`src/rtl/lpfp_pkg.sv`:
```
// Shared types and constants for the length-prefixed frame parser.
package lpfp_pkg;

    localparam int unsigned MIN_FRAME = 8;
    localparam int unsigned HDR_BYTES = 4;

    // register index, taken from paddr[2]
    localparam logic REG_NUM_STREAMS = 1'b0;
    localparam logic REG_MAX_FRAME   = 1'b1;

    typedef enum logic [1:0] {
        PH_IDLE = 2'd0,
        PH_HDR  = 2'd1,
        PH_BODY = 2'd2
    } t_phase;

    typedef enum logic [1:0] {
        ST_OK         = 2'd0,
        ST_BAD_STREAM = 2'd1,
        ST_BAD_HDR    = 2'd2,
        ST_TOO_LONG   = 2'd3
    } t_status;

    typedef struct packed {
        t_phase      phase;
        logic [15:0] count;
        logic [31:0] remaining;
        logic [23:0] header;
    } t_entry;

endpackage

```
`src/rtl/lpfp_state_ram.sv`:
```
// Per-stream state memory: one write port, one read port with registered data.
module lpfp_state_ram #(
    parameter int AW = 3,
    parameter int DW = 74
) (
    input  logic          i_clk,
    input  logic          i_rd_en,
    input  logic [AW-1:0] i_rd_addr,
    output logic [DW-1:0] o_rd_data,
    input  logic          i_wr_en,
    input  logic [AW-1:0] i_wr_addr,
    input  logic [DW-1:0] i_wr_data
);

    logic [DW-1:0] r_mem [2**AW];
    logic [DW-1:0] r_rd_data;

    always_ff @(posedge i_clk) begin
        if (i_wr_en) begin
            r_mem[i_wr_addr] <= i_wr_data;
        end
        // read-before-write; the caller bypasses same-entry collisions
        if (i_rd_en) begin
            r_rd_data <= r_mem[i_rd_addr];
        end
    end

    assign o_rd_data = r_rd_data;

endmodule

```
`src/rtl/length_prefixed_frame_parser.sv`:
```
// Top level: multi-stream length-prefixed frame parser.
//
//  channel | direction | handshake                 | payload
//  --------+-----------+---------------------------+-------------------------------------
//  in      | input     | i_in_valid / o_in_stall   | i_stream_index, i_data_byte
//  out     | output    | o_out_valid / i_out_stall | o_stream_out, o_byte_out, o_is_body,
//          |           |                           | o_frame_end, o_frame_length, o_status
//  cfg     | input     | APB (psel/penable/pready) | reg 0 num_streams @0, reg 1 max len @4
//
// One byte per cycle sustained unless the output stalls; each result is registered.
// Read: the stream's state entry is read from the state RAM (registered read).
// Update: the entry is updated and written back; a one-entry bypass register covers
//         a write to the same stream landing on the edge its read was issued.
// Reset clears control state only; a valid bit per stream makes an unwritten entry
// read as idle, so there is no clearing pass.
// A stalled output holds its result; the input stalls only when the update stage is
// full and cannot drain into the output register.
module length_prefixed_frame_parser
    import lpfp_pkg::*;
#(
    parameter int STREAMS = 8
) (
    input  logic        i_clk,
    input  logic        i_rst_n,
    // input byte channel
    input  logic        i_in_valid,
    output logic        o_in_stall,
    input  logic [3:0]  i_stream_index,
    input  logic [7:0]  i_data_byte,
    // result channel
    output logic        o_out_valid,
    input  logic        i_out_stall,
    output logic [3:0]  o_stream_out,
    output logic [7:0]  o_byte_out,
    output logic        o_is_body,
    output logic        o_frame_end,
    output logic [15:0] o_frame_length,
    output logic [1:0]  o_status,
    // register port
    input  logic        psel,
    input  logic        penable,
    input  logic        pwrite,
    input  logic [2:0]  paddr,
    input  logic [31:0] pwdata,
    output logic [31:0] prdata,
    output logic        pready
);

    localparam int          AW        = (STREAMS > 1) ? $clog2(STREAMS) : 1;
    localparam int          DEPTH     = 2 ** AW;
    localparam int          DW        = $bits(t_entry);
    localparam logic [4:0]  STREAMS_W = 5'(STREAMS);
    localparam logic [3:0]  NUM_RST   = (STREAMS < 8) ? 4'(STREAMS) : 4'd8;
    localparam logic [15:0] MAX_RST   = 16'd2048;
    localparam logic [15:0] MIN_W     = 16'(MIN_FRAME);
    localparam logic [31:0] HDR_W     = 32'(HDR_BYTES);

    localparam t_entry ENTRY_RST = '{phase: PH_IDLE, count: '0, remaining: '0, header: '0};

    // ---------------- configuration registers ----------------
    logic [3:0]  r_num_streams;
    logic [15:0] r_max_len;
    logic        cfg_wr;
    logic [3:0]  n_num_streams;
    logic [15:0] n_max_len;

    assign pready = 1'b1;
    assign cfg_wr = psel & penable & pwrite & pready;

    // clamp and saturate the written values
    assign n_num_streams = ({1'b0, pwdata[3:0]} > STREAMS_W) ? STREAMS_W[3:0] : pwdata[3:0];
    assign n_max_len     = (pwdata[15:0] < MIN_W) ? MIN_W : pwdata[15:0];

    always_ff @(posedge i_clk) begin
        if (!i_rst_n) begin
            r_num_streams <= NUM_RST;
            r_max_len     <= MAX_RST;
        end else if (cfg_wr) begin
            case (paddr[2])
                REG_NUM_STREAMS: r_num_streams <= n_num_streams;
                REG_MAX_FRAME:   r_max_len     <= n_max_len;
                default:         ;
            endcase
        end
    end

    always_comb begin
        case (paddr[2])
            REG_NUM_STREAMS: prdata = {28'd0, r_num_streams};
            REG_MAX_FRAME:   prdata = {16'd0, r_max_len};
            default:         prdata = '0;
        endcase
    end

    // ---------------- pipeline control ----------------
    logic          r_s1_valid;
    logic [3:0]    r_s1_stream;
    logic [7:0]    r_s1_byte;
    logic          r_out_valid;
    logic          in_xfer;
    logic          s1_adv;
    logic          wr_en;
    logic [AW-1:0] s1_addr;

    assign s1_adv     = r_s1_valid & (~r_out_valid | ~i_out_stall);
    assign o_in_stall = r_s1_valid & r_out_valid & i_out_stall;
    assign in_xfer    = i_in_valid & ~o_in_stall;
    assign s1_addr    = r_s1_stream[AW-1:0];

    // ---------------- state memory ----------------
    logic [DW-1:0]    ram_q;
    logic [DEPTH-1:0] r_ent_valid;
    logic             r_fwd_valid;
    logic [AW-1:0]    r_fwd_addr;
    t_entry           r_fwd_entry;
    t_entry           cur;
    t_entry           nxt;

    lpfp_state_ram #(
        .AW (AW),
        .DW (DW)
    ) u_ram (
        .i_clk     (i_clk),
        .i_rd_en   (in_xfer),
        .i_rd_addr (i_stream_index[AW-1:0]),
        .o_rd_data (ram_q),
        .i_wr_en   (wr_en),
        .i_wr_addr (s1_addr),
        .i_wr_data (nxt)
    );

    // newest copy of the entry: bypass, then RAM, then reset value
    always_comb begin
        if (r_fwd_valid && (r_fwd_addr == s1_addr)) begin
            cur = r_fwd_entry;
        end else if (r_ent_valid[s1_addr]) begin
            cur = t_entry'(ram_q);
        end else begin
            cur = ENTRY_RST;
        end
    end

    // ---------------- entry update ----------------
    logic        oor;
    logic        body;
    logic        fend;
    logic [15:0] flen;
    t_status     status;
    logic [16:0] cnt_inc;
    logic [31:0] rem_dec;
    logic [1:0]  hdr_pos;
    logic [31:0] hdr_len;

    always_comb begin
        oor     = (r_s1_stream >= r_num_streams) || ({1'b0, r_s1_stream} >= STREAMS_W);
        cnt_inc = {1'b0, cur.count} + 17'd1;
        rem_dec = cur.remaining - 32'd1;
        hdr_pos = (cur.phase == PH_HDR) ? cur.count[1:0] : 2'd0;
        hdr_len = {r_s1_byte, cur.header};
        nxt     = cur;
        body    = 1'b0;
        fend    = 1'b0;
        flen    = '0;
        status  = ST_OK;

        if (oor) begin
            status = ST_BAD_STREAM;
        end else if (cur.phase == PH_BODY) begin
            if (cnt_inc > {1'b0, r_max_len}) begin
                status        = ST_TOO_LONG;
                flen          = cur.count;
                nxt.phase     = PH_IDLE;
                nxt.count     = '0;
                nxt.remaining = '0;
            end else begin
                nxt.count     = cnt_inc[15:0];
                nxt.remaining = rem_dec;
                body          = 1'b1;
                flen          = cnt_inc[15:0];
                if (rem_dec == 32'd0) begin
                    fend      = 1'b1;
                    nxt.phase = PH_IDLE;
                end
            end
        end else if (hdr_pos != 2'd3) begin
            // little-endian length bytes 0..2
            nxt.phase = PH_HDR;
            case (hdr_pos)
                2'd0:    nxt.header[7:0]   = r_s1_byte;
                2'd1:    nxt.header[15:8]  = r_s1_byte;
                2'd2:    nxt.header[23:16] = r_s1_byte;
                default: ;
            endcase
            nxt.count = {14'd0, hdr_pos} + 16'd1;
            flen      = {14'd0, hdr_pos} + 16'd1;
        end else begin
            // last length byte completes the header
            flen      = HDR_W[15:0];
            nxt.count = HDR_W[15:0];
            if (hdr_len < 32'(MIN_FRAME)) begin
                status        = ST_BAD_HDR;
                nxt.phase     = PH_IDLE;
                nxt.count     = '0;
                nxt.remaining = '0;
            end else begin
                nxt.remaining = hdr_len - HDR_W;
                if (hdr_len == HDR_W) begin
                    fend      = 1'b1;
                    nxt.phase = PH_IDLE;
                end else begin
                    nxt.phase = PH_BODY;
                end
            end
        end
    end

    assign wr_en = s1_adv & ~oor;

    // ---------------- registers ----------------
    logic [3:0]  r_out_stream;
    logic [7:0]  r_out_byte;
    logic        r_out_body;
    logic        r_out_end;
    logic [15:0] r_out_len;
    t_status     r_out_status;

    always_ff @(posedge i_clk) begin
        if (!i_rst_n) begin
            r_s1_valid  <= 1'b0;
            r_out_valid <= 1'b0;
            r_fwd_valid <= 1'b0;
            r_ent_valid <= '0;
        end else begin
            if (in_xfer) begin
                r_s1_valid  <= 1'b1;
                // capture the write landing on the same edge as this read
                r_fwd_valid <= wr_en;
            end else if (s1_adv) begin
                r_s1_valid  <= 1'b0;
            end
            if (wr_en) begin
                r_ent_valid[s1_addr] <= 1'b1;
            end
            if (s1_adv) begin
                r_out_valid <= 1'b1;
            end else if (!i_out_stall) begin
                r_out_valid <= 1'b0;
            end
        end
    end

    always_ff @(posedge i_clk) begin
        if (in_xfer) begin
            r_s1_stream <= i_stream_index;
            r_s1_byte   <= i_data_byte;
            r_fwd_addr  <= s1_addr;
            r_fwd_entry <= nxt;
        end
        if (s1_adv) begin
            r_out_stream <= r_s1_stream;
            r_out_byte   <= r_s1_byte;
            r_out_body   <= body;
            r_out_end    <= fend;
            r_out_len    <= flen;
            r_out_status <= status;
        end
    end

    assign o_out_valid    = r_out_valid;
    assign o_stream_out   = r_out_stream;
    assign o_byte_out     = r_out_byte;
    assign o_is_body      = r_out_body;
    assign o_frame_end    = r_out_end;
    assign o_frame_length = r_out_len;
    assign o_status       = r_out_status;

endmodule

```
`config.mk`:
```
export PLATFORM = sky130hd
export DESIGN_NAME = length_prefixed_frame_parser
export DESIGN_NICKNAME = d
export VERILOG_FILES = /design/src/rtl/lpfp_pkg.sv /design/src/rtl/lpfp_state_ram.sv /design/src/rtl/length_prefixed_frame_parser.sv
export SDC_FILE = /design/constraint.sdc
export NUM_CORES = 1
export LEC_CHECK = 0
export BUFFER_PORTS_ARGS = -buffer_cell sky130_fd_sc_hd__buf_2
export CORE_MARGIN = 8
export CORE_UTILIZATION = 50
export CTS_CLUSTER_SIZE = 10
export DETAILED_ROUTE_END_ITERATION = 12
export PLACE_DENSITY = 0.67
export SETUP_SLACK_MARGIN = 0.2
export SYNTH_ARGS = -nofsm -noshare
export SYNTH_HDL_FRONTEND = slang
export SYNTH_HIERARCHICAL = 1
export SYNTH_SLANG_ARGS = --single-unit
```
`constraint.sdc`:
```
create_clock -name i_clk -period 17.42 [get_ports i_clk]
set_input_delay 5.226 -clock i_clk [delete_from_list [all_inputs] [get_ports i_clk]]
set_output_delay 5.226 -clock i_clk [all_outputs]
set_load 0.03 [all_outputs]
```
==> results.txt <==
Of the total power, registers draw 0.536. The biggest area contributor in the post-synthesis netlist is edfxtp_1. STA classifies the critical path endpoint as an output pin. Of the total power, the share spent switching nets is 0.215. Clock-pin slew was measured on the worst setup and hold paths at approximately 0.05 ns. The flow ran to the end, and the final reports show no timing, DRC or antenna violations. The via count of the routed design is 21109. The latest clock arrival within the worst-skew pair came out at about 0.65 ns. The number of top-level pins is approximately 120. The main combinational cell family by area after synthesis is multiplexers.

The routability-driven placement congestion ratio came out at around 0.93. Setup violations remaining at the end of the flow were counted as 0. The maximum vdd drop came out at between 0.00007 and 0.00008 V.

The total setup buffers inserted after CTS came out at 0. Counting flops and latches in the post-synthesis netlist gives a little over 800. The headroom to the max-slew limit is 0.147. Setup repair after global routing left no endpoint under its margin.

Using the TritonRoute via totals, the vias-per-cell ratio works out to 6.33. The core outline area came out at slightly above 0.07 mm2. The data required time at the worst endpoint came out at between 10 and 15 ns. The tightest min-delay check is of the flip-flop to flip-flop type.

The sequential share of the synthesized area came out at 0.676. The number of design rule violations left after detail routing came out at 0. The time the worst path needs with I/O delays and setup came out at around 11 ns. The worst hold margin came out at between 0.4 and 0.5 ns. The floorplan has 98 rows. The residual overflow from global routing came out at 0. The post-synthesis compound-gate area fraction is 0.0678. The fraction of layout cells with a size suffix above 1 came out at 0.211.

The cell count after synthesis came out at around 2300. CTS placed an instance of clkbuf_16 at the clock tree root. The number of antenna diodes in the final layout is 0. Of the post-synthesis cell area, the part taken by muxes is 0.124. By startpoint and endpoint, the worst setup path is classified as input pin to output pin. Cell internal power was estimated by the tool at 3.25 mW.

The number of iterations in the first detailed-routing pass came out at 7. In this run the mean area of a mapped cell was around 16 um2. The clock tree from TritonCTS is built.

The number of resized instances in the post-cts repair step came out at 0. The first routing iteration left 2166 violations. The clock share of power is 0.417. The share of power burned in combinational logic is 0.047. The slack of the worst reg-to-reg path came out at roughly 9.5 ns. The switching power of the nets came out at approximately 0.89 mW. The number of max-slew violations in the final report came out at 0. The share of the cycle needed by the critical path after routing is 0.648. The adder-cell share of the synthesized area came out at 0.0105. The area share of the largest cell type after synthesis is 0.659. The via count of the first global-routing pass is between 20000 and 25000.

The H-tree was split into 3 levels. The die width came out at about 280 um. The die is approximately 280 um tall.

STA classifies the critical path startpoint as an input pin. The transition time of the tightest slew-check pin is approximately 1.3 ns. The buffer levels on the longest clock path is 3. The count of hold-fix buffers inserted at cts came out at 0.

Once placement completed, the tool counted placed cells totaling around 3200. The async set-reset flop share out of synthesis came out at 0. Leaving out fill and tap cells, the most frequent cell in the layout is edfxtp_1. The initial cell density of the core is 0.503. In this run the power density over the cells is 104 mW/mm2. The worst-case clock skew is ~0.031 ns. The port buffer count came out at 85. The aggregate routed wire length is roughly 88000 um. The number of warning messages in the yosys log came out at 6. The most common flop cell mapped by yosys is edfxtp_1. The unique cell type count in the Yosys netlist is 89.

The number of antenna violations at the first check in global routing came out at 1. The xor/xnor cell area share of the yosys netlist is 0.0194. The tool flagged a number of max-cap violations equal to 0. The area fraction in and, or, nand and nor cells after synthesis came out at 0.0751. The pin count of the biggest net entering global routing is between 80 and 90. The post-route setup TNS came out at 0 ns.

Once layout is complete, the cells apart from fillers number ~3300. For this run, the top clock speed supported by timing is just under 0.09 GHz. Leaving out fill and tap cells, the most frequent cells in the layout are edfxtp_1, mux4_2, nand2_1. Summed over all nets, the half-perimeter wirelength after detailed placement is between 50000 and 60000 um. Dividing the detail-routed wire length by the instance count gives between 20 and 30 um. The worst endpoint data arrival time came out at 6.06 ns. The area enclosed by the die boundary came out at between 0.08 and 0.09 mm2. The final layout net count came out at about 2400.

The global-route usage over all layers is 0.214. The tree built by TritonCTS fans out to about 820 sinks. The wire length of the first global-routing pass is approximately 130000 um. The post-synthesis cell area is about 0.036 mm2.

Yosys attributes the largest share of cell area to edfxtp_1, mux4_2, mux2_2. The count of flip-flops with a built-in enable after synthesis came out at 787. The count of antenna-violating nets left after detailed routing is 0. The number of failing hold endpoints at the final stage came out at 0. The largest fanout of any net on the critical path came out at 22. The TritonCTS buffer count came out at 93. The area growth from synthesis to layout is 10.7%.

In this run the static leakage power is around 14 nW.
worst paths after layout:
check	startpoint	end	cells after the start
setup / recovery	paddr[2]	prdata[0]	3
hold / removal	r_max_len[4]	r_max_len[4]	2
setup reg to reg	r_s1_stream[1]	u_ram/r_mem[7][61]	21
hold reg to reg	r_max_len[4]	r_max_len[4]	2
Yosys cell counts (all sizes together), types with 11 or more instances:
cell,number
nor3,41
xnor2,33
ha,30
mux4,150
nand2b,12
xor2,44
or4,14
a21o,11
o21ai,83
nand2,138
nand4,17
clkbuf,59
o211ai,14
inv,44
or3,16
mux2,86
nand3,59
nor2,99
a21oi,108
edfxtp,787
and3,32
buf,82
nor4,30
or2,12
a21boi,16
a22oi,29
dfxtp,31
and2,20
nor2b,15
a31oi,18
layout make-up:
type | count | area, um2
repair buffers | 121 | 714
well taps | 950 | 1190
inverters | 44 | 170
multi-input cells | 1271 | 10800
fillers | 5543 | 31500
clock inverters | 10 | 141
flip-flops and latches | 818 | 24300
clock buffers | 119 | 2460
worst max-delay path, cell delays in order:
cell and delay (ns):
buf_2 0.27, mux2_2 0.38, buf_2 0.18
sequential cells by signal, indices dropped and copies added, names as in the netlist, 2 cells and up:
signal,count
o_status,2
u_ram/o_rd_data,74
r_s1_stream,4
r_num_streams,4
r_s1_byte,8
r_ent_valid,8
r_max_len,16
o_frame_length,16
r_fwd_addr,3
o_byte_out,8
r_fwd_entry,74
o_stream_out,4
u_ram/r_mem,592
per-layer routing:
metal  GRT usage  part of all wire  up-vias
met1       0.300              0.43    10804
met2       0.334              0.46     1000
met4      0.0774             0.036        0
met3      0.0398             0.074      194
li1            -                 -     9111
met5           0                 0        -
stage by stage:
stage	util	cell area (um2)	total power [mW]	setup slack (ns)
floorplan	-	35900	2.39	3.59
global placement	0.521	37100	2.45	6.18
detailed placement	0.521	37100	2.45	6.15
CTS	0.557	39700	4.17	6.14
global route	0.557	39700	4.26	6.09
finish	0.557	39700	4.14	6.14
power by group through the flow:
stage / clock network (mW) / registers [mW] / logic (mW)
finish: 1.73 / 2.22 / 0.195
global route: 1.83 / 2.22 / 0.210
CTS: 1.76 / 2.22 / 0.196
detailed placement: 0 / 2.26 / 0.195
global placement: 0 / 2.26 / 0.191
floorplan: 0 / 2.25 / 0.139
cells by family after synthesis:
group | after synthesis
DFF | 818
and+or+nand+nor | 526
AOI/OAI and AO/OA | 376
muxes | 245
buffers and inverters | 185
xor gates and xnor gates | 77
adders and majority gates | 30
other | 2
Power figures use the tool's default switching activity.
